==> config.mk <==
export PLATFORM = sky130hd
export DESIGN_NAME = event_semaphore_mutex_counter_flat
export DESIGN_NICKNAME = d
export VERILOG_FILES = /design/src/hdl/esmc_pkg.sv /design/src/hdl/esmc_req_if.sv /design/src/hdl/esmc_rsp_if.sv /design/src/hdl/esmc_core.sv /design/src/hdl/event_semaphore_mutex_counter.sv /design/src/flat_wrapper.sv
export SDC_FILE = /design/constraint.sdc
export NUM_CORES = 1
export LEC_CHECK = 0
export BUFFER_PORTS_ARGS = -buffer_cell sky130_fd_sc_hd__clkbuf_2
export CAP_MARGIN = 20
export CORE_ASPECT_RATIO = 1.5
export CORE_UTILIZATION = 65
export CTS_CLUSTER_SIZE = 28
export DETAILED_ROUTE_END_ITERATION = 6
export GPL_TIMING_DRIVEN = 0
export PLACE_DENSITY = 0.85
export SLEW_MARGIN = 20
export SYNTH_ARGS = -nofsm -noshare
export SYNTH_HDL_FRONTEND = slang
export SYNTH_SLANG_ARGS = --single-unit
export TNS_END_PERCENT = 50
==> constraint.sdc <==
create_clock -name clock -period 9.8 [get_ports clock]
set_input_delay 1.96 -clock clock [delete_from_list [all_inputs] [get_ports clock]]
set_output_delay 1.96 -clock clock [all_outputs]
set_load 0.02 [all_outputs]
==> src/hdl/esmc_pkg.sv <==
// Shared types, codes and widths for the event/semaphore/mutex counter.
package esmc_pkg;

   localparam int CMD_W     = 4;
   localparam int VALUE_W   = 64;
   localparam int CALLER_W  = 22;
   localparam int STATUS_W  = 2;
   localparam int MODE_W    = 2;
   localparam int WAKE_W    = 2;

   localparam int OWNER_ID_BITS_DEF = 22;

   localparam logic [VALUE_W-1:0] ALL_ONES = {VALUE_W{1'b1}};

   typedef enum logic [CMD_W-1:0] {
      CMD_READ     = 4'd0,
      CMD_WRITE    = 4'd1,
      CMD_POLL     = 4'd2,
      CMD_FLUSH    = 4'd3,
      CMD_WAITREAD = 4'd4,
      CMD_SEM      = 4'd5,
      CMD_MUTEX    = 4'd6,
      CMD_EVENT    = 4'd7,
      CMD_SETMAX   = 4'd8,
      CMD_SETERROR = 4'd9,
      CMD_GETMODE  = 4'd10
   } cmd_type;

   typedef enum logic [MODE_W-1:0] {
      MODE_EVENT = 2'd0,
      MODE_SEM   = 2'd1,
      MODE_MUTEX = 2'd2
   } mode_type;

   typedef enum logic [STATUS_W-1:0] {
      ST_OK    = 2'd0,
      ST_INVAL = 2'd1,
      ST_AGAIN = 2'd2,
      ST_PERM  = 2'd3
   } status_type;

   typedef enum logic [WAKE_W-1:0] {
      WAKE_NONE  = 2'd0,
      WAKE_READ  = 2'd1,
      WAKE_ERROR = 2'd2
   } wake_type;

   typedef struct packed {
      logic [CMD_W-1:0]    cmd;
      logic [VALUE_W-1:0]  value;
      logic [CALLER_W-1:0] caller_pid;
      logic [CALLER_W-1:0] caller_tid;
      logic                waiters_present;
   } req_type;

   typedef struct packed {
      logic [STATUS_W-1:0] status;
      logic [VALUE_W-1:0]  result_value;
      logic                readable;
      logic                error_flag;
      logic [WAKE_W-1:0]   wake_kind;
   } rsp_type;

endpackage

==> src/hdl/esmc_req_if.sv <==
// Command channel: valid/ready handshake with the command payload.
interface esmc_req_if import esmc_pkg::*; ();
   logic                valid;
   logic                ready;
   logic [CMD_W-1:0]    cmd;
   logic [VALUE_W-1:0]  value;
   logic [CALLER_W-1:0] caller_pid;
   logic [CALLER_W-1:0] caller_tid;
   logic                waiters_present;

   modport source (
      output valid, cmd, value, caller_pid, caller_tid, waiters_present,
      input  ready
   );
   modport sink (
      input  valid, cmd, value, caller_pid, caller_tid, waiters_present,
      output ready
   );
endinterface

==> src/hdl/esmc_rsp_if.sv <==
// Result channel: valid/ready handshake with the result payload.
interface esmc_rsp_if import esmc_pkg::*; ();
   logic                valid;
   logic                ready;
   logic [STATUS_W-1:0] status;
   logic [VALUE_W-1:0]  result_value;
   logic                readable;
   logic                error_flag;
   logic [WAKE_W-1:0]   wake_kind;

   modport source (
      output valid, status, result_value, readable, error_flag, wake_kind,
      input  ready
   );
   modport sink (
      input  valid, status, result_value, readable, error_flag, wake_kind,
      output ready
   );
endinterface

==> src/hdl/esmc_core.sv <==
// Counter state and the combinational command evaluation.
module esmc_core import esmc_pkg::*; #(
   parameter int OWNER_ID_BITS = OWNER_ID_BITS_DEF
) (
   input  logic    clock,
   input  logic    reset,
   input  logic    fire,
   input  req_type req,
   output rsp_type rsp
);

   logic [VALUE_W-1:0]       counter_ff,   counter_in;
   mode_type                 mode_ff,      mode_in;
   logic                     error_set_ff, error_set_in;
   logic                     wait_read_ff, wait_read_in;
   logic [VALUE_W-1:0]       max_count_ff, max_count_in;
   logic [OWNER_ID_BITS-1:0] owner_pid_ff, owner_pid_in;
   logic [OWNER_ID_BITS-1:0] owner_tid_ff, owner_tid_in;

   logic [OWNER_ID_BITS-1:0] pid_m;
   logic [OWNER_ID_BITS-1:0] tid_m;

   // keep only the identifier bits that ownership uses
   if (OWNER_ID_BITS <= CALLER_W) begin : g_id_trunc
      assign pid_m = req.caller_pid[OWNER_ID_BITS-1:0];
      assign tid_m = req.caller_tid[OWNER_ID_BITS-1:0];
   end else begin : g_id_ext
      assign pid_m = {{(OWNER_ID_BITS-CALLER_W){1'b0}}, req.caller_pid};
      assign tid_m = {{(OWNER_ID_BITS-CALLER_W){1'b0}}, req.caller_tid};
   end

   logic               is_owner;
   logic               cnt_zero;
   logic [VALUE_W-1:0] take_got;
   logic [VALUE_W-1:0] take_cnt;
   logic               take_own;
   logic [VALUE_W-1:0] sem_room;

   assign is_owner = (owner_pid_ff == pid_m) && (owner_tid_ff == tid_m);
   assign cnt_zero = (counter_ff == '0);
   assign sem_room = max_count_ff - counter_ff;

   // consume per mode; take_own marks a fresh mutex lock
   always_comb begin
      take_got = '0;
      take_cnt = counter_ff;
      take_own = 1'b0;
      unique case (mode_ff)
         MODE_SEM: begin
            if (!cnt_zero) begin
               take_got = {{(VALUE_W-1){1'b0}}, 1'b1};
               take_cnt = counter_ff - {{(VALUE_W-1){1'b0}}, 1'b1};
            end
         end
         MODE_MUTEX: begin
            if (cnt_zero) begin
               take_got = {{(VALUE_W-1){1'b0}}, 1'b1};
               take_cnt = {{(VALUE_W-1){1'b0}}, 1'b1};
               take_own = 1'b1;
            end else if (is_owner && counter_ff != ALL_ONES) begin
               take_got = {{(VALUE_W-1){1'b0}}, 1'b1};
               take_cnt = counter_ff + {{(VALUE_W-1){1'b0}}, 1'b1};
            end
         end
         default: begin
            take_got = counter_ff;
            take_cnt = '0;
         end
      endcase
   end

   always_comb begin
      counter_in   = counter_ff;
      mode_in      = mode_ff;
      error_set_in = error_set_ff;
      wait_read_in = wait_read_ff;
      max_count_in = max_count_ff;
      owner_pid_in = owner_pid_ff;
      owner_tid_in = owner_tid_ff;
      rsp          = '0;
      rsp.status   = ST_OK;
      rsp.wake_kind = WAKE_NONE;

      unique case (req.cmd)
         CMD_READ: begin
            counter_in = take_cnt;
            if (take_own) begin
               owner_pid_in = pid_m;
               owner_tid_in = tid_m;
            end
            if (take_got == '0) rsp.status = ST_AGAIN;
            else rsp.result_value = take_got;
         end
         CMD_WRITE: begin
            priority if (req.value == ALL_ONES) begin
               rsp.status = ST_INVAL;
            end else if (mode_ff == MODE_SEM) begin
               if (counter_ff > max_count_ff || req.value > sem_room)
                  rsp.status = ST_INVAL;
               else
                  counter_in = counter_ff + req.value;
            end else if (mode_ff == MODE_MUTEX) begin
               if (req.value <= counter_ff && is_owner)
                  counter_in = counter_ff - req.value;
               else
                  rsp.status = ST_PERM;
            end else begin
               counter_in = counter_ff + req.value;
            end
            if (rsp.status == ST_OK && req.waiters_present) rsp.wake_kind = WAKE_READ;
         end
         CMD_POLL: begin
            priority if (error_set_ff) begin
               rsp.error_flag = 1'b1;
            end else if (wait_read_ff) begin
               // poll consumes in this mode
               counter_in = take_cnt;
               if (take_own) begin
                  owner_pid_in = pid_m;
                  owner_tid_in = tid_m;
               end
               rsp.readable = (take_got != '0);
            end else if (mode_ff == MODE_MUTEX) begin
               rsp.readable = cnt_zero;
            end else begin
               rsp.readable = !cnt_zero;
            end
         end
         CMD_FLUSH: begin
            if (mode_ff == MODE_MUTEX && is_owner) begin
               counter_in   = '0;
               error_set_in = 1'b1;
               if (req.waiters_present) rsp.wake_kind = WAKE_ERROR;
            end
         end
         CMD_WAITREAD: begin
            if (req.waiters_present) rsp.status = ST_INVAL;
            else wait_read_in = (req.value != '0);
         end
         CMD_SEM: begin
            if (req.waiters_present) begin
               rsp.status = ST_INVAL;
            end else begin
               mode_in      = MODE_SEM;
               counter_in   = req.value;
               max_count_in = ALL_ONES;
            end
         end
         CMD_MUTEX: begin
            if (req.waiters_present) begin
               rsp.status = ST_INVAL;
            end else begin
               mode_in    = MODE_MUTEX;
               counter_in = req.value;
               if (req.value != '0) begin
                  owner_pid_in = pid_m;
                  owner_tid_in = tid_m;
               end else begin
                  owner_pid_in = '0;
                  owner_tid_in = '0;
               end
            end
         end
         CMD_EVENT: begin
            if (req.waiters_present) begin
               rsp.status = ST_INVAL;
            end else begin
               mode_in    = MODE_EVENT;
               counter_in = req.value;
            end
         end
         CMD_SETMAX: begin
            if (counter_ff <= req.value && mode_ff == MODE_SEM) max_count_in = req.value;
            else rsp.status = ST_INVAL;
         end
         CMD_SETERROR: begin
            error_set_in = (req.value != '0);
            if (req.value != '0 && req.waiters_present) rsp.wake_kind = WAKE_ERROR;
         end
         CMD_GETMODE: begin
            rsp.result_value = {{(VALUE_W-MODE_W){1'b0}}, mode_ff};
         end
         default: begin
            rsp.status = ST_INVAL;
         end
      endcase
   end

   always_ff @(posedge clock) begin
      if (reset) begin
         counter_ff   <= '0;
         mode_ff      <= MODE_EVENT;
         error_set_ff <= 1'b0;
         wait_read_ff <= 1'b0;
         max_count_ff <= ALL_ONES;
         owner_pid_ff <= '0;
         owner_tid_ff <= '0;
      end else if (fire) begin
         counter_ff   <= counter_in;
         mode_ff      <= mode_in;
         error_set_ff <= error_set_in;
         wait_read_ff <= wait_read_in;
         max_count_ff <= max_count_in;
         owner_pid_ff <= owner_pid_in;
         owner_tid_ff <= owner_tid_in;
      end
   end

endmodule

==> src/hdl/event_semaphore_mutex_counter.sv <==
// Throughput: one command per cycle while the result side is ready; the input
// register, the state update and the result register each take one beat per
// clock with no loop over cycles.
// Reset (synchronous, active high): both stages empty, counter 0, event mode,
// error and waitread clear, maximum all ones, owner identifiers 0.
module event_semaphore_mutex_counter import esmc_pkg::*; #(
   parameter int OWNER_ID_BITS = OWNER_ID_BITS_DEF
) (
   input logic        clock,
   input logic        reset,
   esmc_req_if.sink   req_if,
   esmc_rsp_if.source rsp_if
);

   logic    in_valid_ff,  in_valid_in;
   req_type in_req_ff;
   logic    out_valid_ff, out_valid_in;
   rsp_type out_rsp_ff;
   rsp_type core_rsp;
   logic    advance;

   // move the held command into the result stage when that stage frees up
   assign advance       = in_valid_ff && (!out_valid_ff || rsp_if.ready);
   assign req_if.ready  = !in_valid_ff || advance;

   assign in_valid_in  = req_if.ready ? req_if.valid : in_valid_ff;
   assign out_valid_in = advance ? 1'b1 : (rsp_if.ready ? 1'b0 : out_valid_ff);

   esmc_core #(
      .OWNER_ID_BITS(OWNER_ID_BITS)
   ) u_core (
      .clock (clock),
      .reset (reset),
      .fire  (advance),
      .req   (in_req_ff),
      .rsp   (core_rsp)
   );

   always_ff @(posedge clock) begin
      if (reset) begin
         in_valid_ff  <= 1'b0;
         out_valid_ff <= 1'b0;
      end else begin
         in_valid_ff  <= in_valid_in;
         out_valid_ff <= out_valid_in;
      end
   end

   always_ff @(posedge clock) begin
      if (req_if.valid && req_if.ready) begin
         in_req_ff.cmd             <= req_if.cmd;
         in_req_ff.value           <= req_if.value;
         in_req_ff.caller_pid      <= req_if.caller_pid;
         in_req_ff.caller_tid      <= req_if.caller_tid;
         in_req_ff.waiters_present <= req_if.waiters_present;
      end
      if (advance) begin
         out_rsp_ff <= core_rsp;
      end
   end

   assign rsp_if.valid        = out_valid_ff;
   assign rsp_if.status       = out_rsp_ff.status;
   assign rsp_if.result_value = out_rsp_ff.result_value;
   assign rsp_if.readable     = out_rsp_ff.readable;
   assign rsp_if.error_flag   = out_rsp_ff.error_flag;
   assign rsp_if.wake_kind    = out_rsp_ff.wake_kind;

endmodule
==> src/flat_wrapper.sv <==
// flat-port wrapper written by rule: the top's interface ports become plain ports
module event_semaphore_mutex_counter_flat import esmc_pkg::*;
#(
   parameter int OWNER_ID_BITS = OWNER_ID_BITS_DEF
)
  (clock, reset, req_if_valid, req_if_cmd, req_if_value, req_if_caller_pid, req_if_caller_tid, req_if_waiters_present, req_if_ready, rsp_if_valid, rsp_if_status, rsp_if_result_value, rsp_if_readable, rsp_if_error_flag, rsp_if_wake_kind, rsp_if_ready);
  esmc_req_if req_if_i ();
  esmc_rsp_if rsp_if_i ();
  input logic clock;
  input logic reset;
  input wire logic [$bits(req_if_i.valid)-1:0] req_if_valid;
  input wire logic [$bits(req_if_i.cmd)-1:0] req_if_cmd;
  input wire logic [$bits(req_if_i.value)-1:0] req_if_value;
  input wire logic [$bits(req_if_i.caller_pid)-1:0] req_if_caller_pid;
  input wire logic [$bits(req_if_i.caller_tid)-1:0] req_if_caller_tid;
  input wire logic [$bits(req_if_i.waiters_present)-1:0] req_if_waiters_present;
  output wire logic [$bits(req_if_i.ready)-1:0] req_if_ready;
  output wire logic [$bits(rsp_if_i.valid)-1:0] rsp_if_valid;
  output wire logic [$bits(rsp_if_i.status)-1:0] rsp_if_status;
  output wire logic [$bits(rsp_if_i.result_value)-1:0] rsp_if_result_value;
  output wire logic [$bits(rsp_if_i.readable)-1:0] rsp_if_readable;
  output wire logic [$bits(rsp_if_i.error_flag)-1:0] rsp_if_error_flag;
  output wire logic [$bits(rsp_if_i.wake_kind)-1:0] rsp_if_wake_kind;
  input wire logic [$bits(rsp_if_i.ready)-1:0] rsp_if_ready;
  assign req_if_i.valid = req_if_valid;
  assign req_if_i.cmd = req_if_cmd;
  assign req_if_i.value = req_if_value;
  assign req_if_i.caller_pid = req_if_caller_pid;
  assign req_if_i.caller_tid = req_if_caller_tid;
  assign req_if_i.waiters_present = req_if_waiters_present;
  assign req_if_ready = req_if_i.ready;
  assign rsp_if_valid = rsp_if_i.valid;
  assign rsp_if_status = rsp_if_i.status;
  assign rsp_if_result_value = rsp_if_i.result_value;
  assign rsp_if_readable = rsp_if_i.readable;
  assign rsp_if_error_flag = rsp_if_i.error_flag;
  assign rsp_if_wake_kind = rsp_if_i.wake_kind;
  assign rsp_if_i.ready = rsp_if_ready;
  event_semaphore_mutex_counter #(.OWNER_ID_BITS(OWNER_ID_BITS)) u_core (.clock(clock), .reset(reset), .req_if(req_if_i), .rsp_if(rsp_if_i));
endmodule
==> results of run 1 <==
synthesized netlist by cell type, drive strengths merged (75+ instances only):
master / count
o21ai: 226
nor3: 98
and2: 85
nor2: 323
edfxtp: 183
nand2: 242
xnor2: 83
nand4: 106
ha: 262
nor4: 90
xor2: 75
a21oi: 346
inv: 239
nand3: 105
dfxtp: 178
clkbuf: 163
routing by layer:
| layer | GRT usage | GRT overflow |
|---|---|---|
| met5 | 0.303 | 3 |
| met4 | 0.770 | 146 |
| met3 | 0.603 | 13 |
| met2 | 0.939 | 169 |
| met1 | 0.767 | 5 |
cell families after synthesis:
group                      count (synthesis)
AOI/OAI and AO/OA                       1258
xor gates and xnor gates                 158
DFF                                      361
muxes                                     15
adders and majority gates                265
buffers and inverters                    475
and+or+nand+nor                         1202
through the flow:
stage	std cells	cell area, sq um	worst slack (ns)
2_1_floorplan	3734	30300	3.60
3_3_place_gp	4510	31900	0.260
3_5_place_dp	4514	32000	0.0310
4_1_cts	4586	33400	0.0331
repair_timing:
action                     in CTS
hold buffers                    0
setup buffers                   0
setup endpoints to repair      64
resized for setup               1
pin swaps                       0
==> results.py, run 1 <==
metrics = {
    "run_status": {
        "status": "did not finish",
        "failing_step": "global routing (5_1_grt)",
        "error": "[ERROR GRT-0116] Global routing finished with congestion. Check the congestion regions in the DRC Viewer.",
    },
    "synth": {
        "ys.flop_type": "edfxtp_1",
        "yosys.area.top_type": "edfxtp_1",
        "synthAdderAreaFrac": 0.110,
        "synth_area_per_cell_sq_um": 8.11,
        "synth_top_cells_by_area": "edfxtp_1, dfxtp_1, ha_1",
        "synth_top_family_by_area": "compound AO/OA/AOI/OAI gates",
        "synth_top_area_share": 0.182,
        "ys_async_sr_fraction": 0,
        "synth_seq_cells": 361,
        "syn-cell-area_sq_mm": 0.0303,
        "syn_nets": 4116,
        "ys_warn_count": 0,
        "synth_compound_gate_area_share": 0.278,
        "synth_enable_flop_cells": 183,
        "yosysUniqueCellTypes": 96,
        "muxShareOfSynthArea": 0.00504,
        "synthSimpleGateAreaFrac": 0.198,
        "ys_seq_area_frac": 0.299,
        "syn_inst": 3734,
        "synthXorXnorAreaFrac": 0.0457,
    },
    "grt": {
        "grt_max_degree": 59,
        "grt_pass1_wl_mm": 273,
        "track_usage": 0.769,
        "first_global_vias": 38519,
        "grt_overflow": 336,
    },
    "cts": {
        "cts_buffers": 39,
        "clockBufferDepth": 3,
        "clock_sinks": 361,
        "cts_htree_levels": 2,
        "clockRootBuffer": "clkbuf_16",
    },
    "floorplanning": {
        "die_width_microns": 178,
        "die_y_microns": 266,
        "ioPinCount": 189,
        "placementRows": 96,
        "initial_core_util": 0.660,
    },
    "placed_design": {
        "port-buffer-count": 188,
        "dp_hpwl_mm": 113,
        "gp_congestion": 1.22,
    },
}
==> run 2: changes to the inputs <==
--- a/config.mk
+++ b/config.mk
@@ -7,12 +7,10 @@
 export LEC_CHECK = 0
 export BUFFER_PORTS_ARGS = -buffer_cell sky130_fd_sc_hd__clkbuf_2
 export CAP_MARGIN = 20
-export CORE_ASPECT_RATIO = 1.5
-export CORE_UTILIZATION = 65
-export CTS_CLUSTER_SIZE = 28
+export CORE_UTILIZATION = 40
 export DETAILED_ROUTE_END_ITERATION = 6
 export GPL_TIMING_DRIVEN = 0
-export PLACE_DENSITY = 0.85
+export PLACE_DENSITY_LB_ADDON = 0.15
 export SLEW_MARGIN = 20
 export SYNTH_ARGS = -nofsm -noshare
 export SYNTH_HDL_FRONTEND = slang
==> results.py, run 2 <==
metrics = {
    "floorplanning": {
        "initial_core_util": 0.405,
        "core_area_sq_mm": 0.0747,
        "die_y_microns": 277,
        "ioPinCount": 189,
        "placementRows": 100,
        "die_area_sq_mm": 0.0768,
        "die_width_microns": 277,
    },
    "placed_design": {
        "dp_hpwl_mm": 111,
        "gp_congestion": 1.03,
        "placedInstanceArea_sq_mm": 0.0325,
        "dpl.cell_count": 4895,
        "port-buffer-count": 188,
    },
    "cts": {
        "cts_buffers": 45,
        "clock_sinks": 361,
        "post_cts_buffers": 0,
        "holdBufCountCts": 0,
        "clockRootBuffer": "clkbuf_16",
        "cts_htree_levels": 2,
        "cts_resized": 0,
        "path_clk_slew_ns": 0.06,
        "clkLatencyLatePin_ns": 0.62,
        "clockBufferDepth": 3,
        "cts_tree": "done",
    },
    "synth": {
        "synth_enable_flop_cells": 183,
        "yosysUniqueCellTypes": 96,
        "synth_seq_cells": 361,
        "yosysMostFrequentCell": "a21oi_1",
        "syn-cell-area_sq_mm": 0.0303,
        "ys_warn_count": 0,
        "synth_common_cells": "a21oi_1, nor2_1, ha_1, nand2_1, inv_1",
        "yosys.area.top_type": "edfxtp_1",
        "syn_nets": 4116,
        "synth_top_cells_by_area": "edfxtp_1, dfxtp_1, ha_1",
        "synth_area_per_cell_sq_um": 8.11,
        "ys_async_sr_fraction": 0,
        "ys.flop_type": "edfxtp_1",
        "synth_top_area_share": 0.182,
        "ys_seq_area_frac": 0.299,
        "syn_inst": 3734,
    },
    "route": {
        "wl_per_cell_microns": 28.1,
        "firstDrtPassIters": 7,
        "wl_mm": 140,
        "drt_iter0_markers": 3889,
        "wl_met2_mm": 63.4,
        "dr_total_vias": 32048,
        "highest_layer": "met5",
        "routed-wl-met3_mm": 10.9,
        "drc": 1,
        "ant_nets": 0,
        "vias_per_cell": 6.44,
        "wl_met1_mm": 57.1,
    },
    "timing": {
        "hold_violations": 0,
        "relSlewSlack": 0.0337,
        "clock-skew-final_ns": 0.0401,
        "min_period_ns": 9.44,
        "finalSetupViolations": 0,
        "min_period_over_period": 0.963,
        "drv_slew": 0,
        "rsz0062_at_grt": "no",
        "tightest_slew_ns": 1.44,
        "fmax_mhz": 106,
        "fin_tns_setup_ns": 0,
    },
    "min_path": {
        "hp-class": "reg2reg",
        "hold_path_depth": 1,
    },
    "worst_setup_path": {
        "reg2reg_depth": 26,
        "cpMostUsedCell": "o31a_1",
        "cp_slowest_cell": "nor4_1",
        "worstPathArrival_ns": 9.97,
        "cp-end-kind": "register",
        "critical_path_class": "reg2reg",
        "r2r-end": "u_core.u_core.counter_ff[61]$_SDFFE_PP0P_",
        "timing.critical_path.to": "u_core.u_core.counter_ff[61]$_SDFFE_PP0P_",
        "setup.worst_path.start": "u_core.u_core.counter_ff[1]$_SDFFE_PP0P_",
        "r2r_start": "u_core.u_core.counter_ff[1]$_SDFFE_PP0P_",
        "worstPathMaxFanout": 10,
        "required_ns": 10.33,
        "slowest_delay_ns": 0.84,
        "startpoint_type": "register",
        "r2r_setup_slack_ns": 0.36,
    },
    "finish": {
        "multiInputGateArea_sq_mm": 0.0193,
        "largest_reg_flops": 113,
        "fin_nets": 4355,
        "regMostFlops": "u_core.in_req_ff",
        "area_growth_syn_to_layout_pct": 12.5,
        "instances_no_fill": 4979,
        "layout-drive-gt1-share": 0.0923,
        "mostFrequentLayoutCells": "a21oi_1, nor2_1, ha_1",
        "antennaDiodeCount": 0,
        "seq_area_sq_mm": 0.00906,
        "finalInstanceArea_sq_mm": 0.0340,
        "fillers": 7653,
        "layout_commonest_cell": "a21oi_1",
    },
    "grt": {
        "grt_pass1_wl_mm": 202,
        "grt_antenna_before_repair": 7,
        "track_usage": 0.351,
        "first_global_vias": 29890,
        "grt_overflow": 0,
        "grt_max_degree": 46,
    },
    "power_and_ir_drop": {
        "cellLeakagePower_nw": 13.2,
        "power.density_mw_per_mm2": 128,
        "p_int_mw": 2.92,
        "power.share.switching": 0.330,
        "p_sw_mw": 1.44,
        "p_clk_frac": 0.396,
        "peakVddDrop_v": 0.000136,
        "pwr-share-seq": 0.403,
        "p_comb_frac": 0.201,
        "total_power_mw": 4.35,
    },
    "run_status": {
        "status": "finished, violations left",
        "violations": "design-rule violations",
    },
    "run": {
        "maxCapViolCount": 0,
    },
}
run 2: power groups by stage:
stage               Clock (mW)  Combinational [mW]  Sequential (mW)
floorplan                    0               0.554             1.74
global route              1.80               0.944             1.75
global placement             0               0.849             1.79
finish                    1.72               0.877             1.75
detailed placement           0               0.850             1.78
CTS                       1.75               0.856             1.75
run 2: logic make-up (layout without fill, tap and decap cells):
family / Yosys count / after routing / synth area share
flops: 361 / 361 / 0.299
mux: 15 / 15 / 0.00504
xor+xnor: 158 / 158 / 0.0457
compound gates: 1258 / 1258 / 0.278
fa+ha+maj: 265 / 265 / 0.110
buf+inv: 475 / 751 / 0.0634
simple gates: 1202 / 1202 / 0.198
run 2: worst min path at each step:
stage,from,end
6_report,u_core.u_core.max_count_ff[46]$_SDFFE_PP1P_,u_core.u_core.max_count_ff[46]$_SDFFE_PP1P_
4_1_cts,u_core.u_core.max_count_ff[46]$_SDFFE_PP1P_,u_core.u_core.max_count_ff[46]$_SDFFE_PP1P_
5_1_grt,u_core.u_core.max_count_ff[8]$_SDFFE_PP1P_,u_core.u_core.max_count_ff[8]$_SDFFE_PP1P_
3_3_place_gp,u_core.u_core.max_count_ff[0]$_SDFFE_PP1P_,u_core.u_core.max_count_ff[0]$_SDFFE_PP1P_
3_5_place_dp,u_core.u_core.max_count_ff[46]$_SDFFE_PP1P_,u_core.u_core.max_count_ff[46]$_SDFFE_PP1P_
2_1_floorplan,u_core.u_core.max_count_ff[0]$_SDFFE_PP1P_,u_core.u_core.max_count_ff[0]$_SDFFE_PP1P_
run 2: worst max-delay path: cells and delay by family, from the launching register on:
kind	cells	cell delay, ns
AOI/OAI and AO/OA	15	5.07
and+or+nand+nor	5	1.68
buffers and inverters	3	1.30
adders and majority gates	2	0.67
DFF	1	0.50
xor gates and xnor gates	1	0.12
run 2: per-stage QoR:
stage           util  hold WS, ns  worst slack [ns]
2_1_floorplan      -        0.458              3.60
3_3_place_gp   0.434        0.464             0.601
3_5_place_dp   0.435        0.476             0.635
4_1_cts        0.456        0.490             0.632
5_1_grt        0.456        0.495             0.176
6_report       0.456        0.488             0.361
run 2: layer usage:
layer,vias to the layer above,GRT usage
met5,-,0
met2,1724,0.572
met1,15428,0.450
li1,14485,-
met4,6,0.185
met3,405,0.0496
run 2: area by class of cell:
type | instances | share of cell area
Clock inverter | 22 | 0.00790
Inverter | 244 | 0.0270
Multi-Input combinational cell | 2898 | 0.567
Sequential cell | 361 | 0.266
Tap cell | 969 | 0.0356
Buffer | 231 | 0.0296
Clock buffer | 62 | 0.0367
Timing Repair Buffer | 192 | 0.0300
Note: power is estimated with default switching activity, not from simulation.
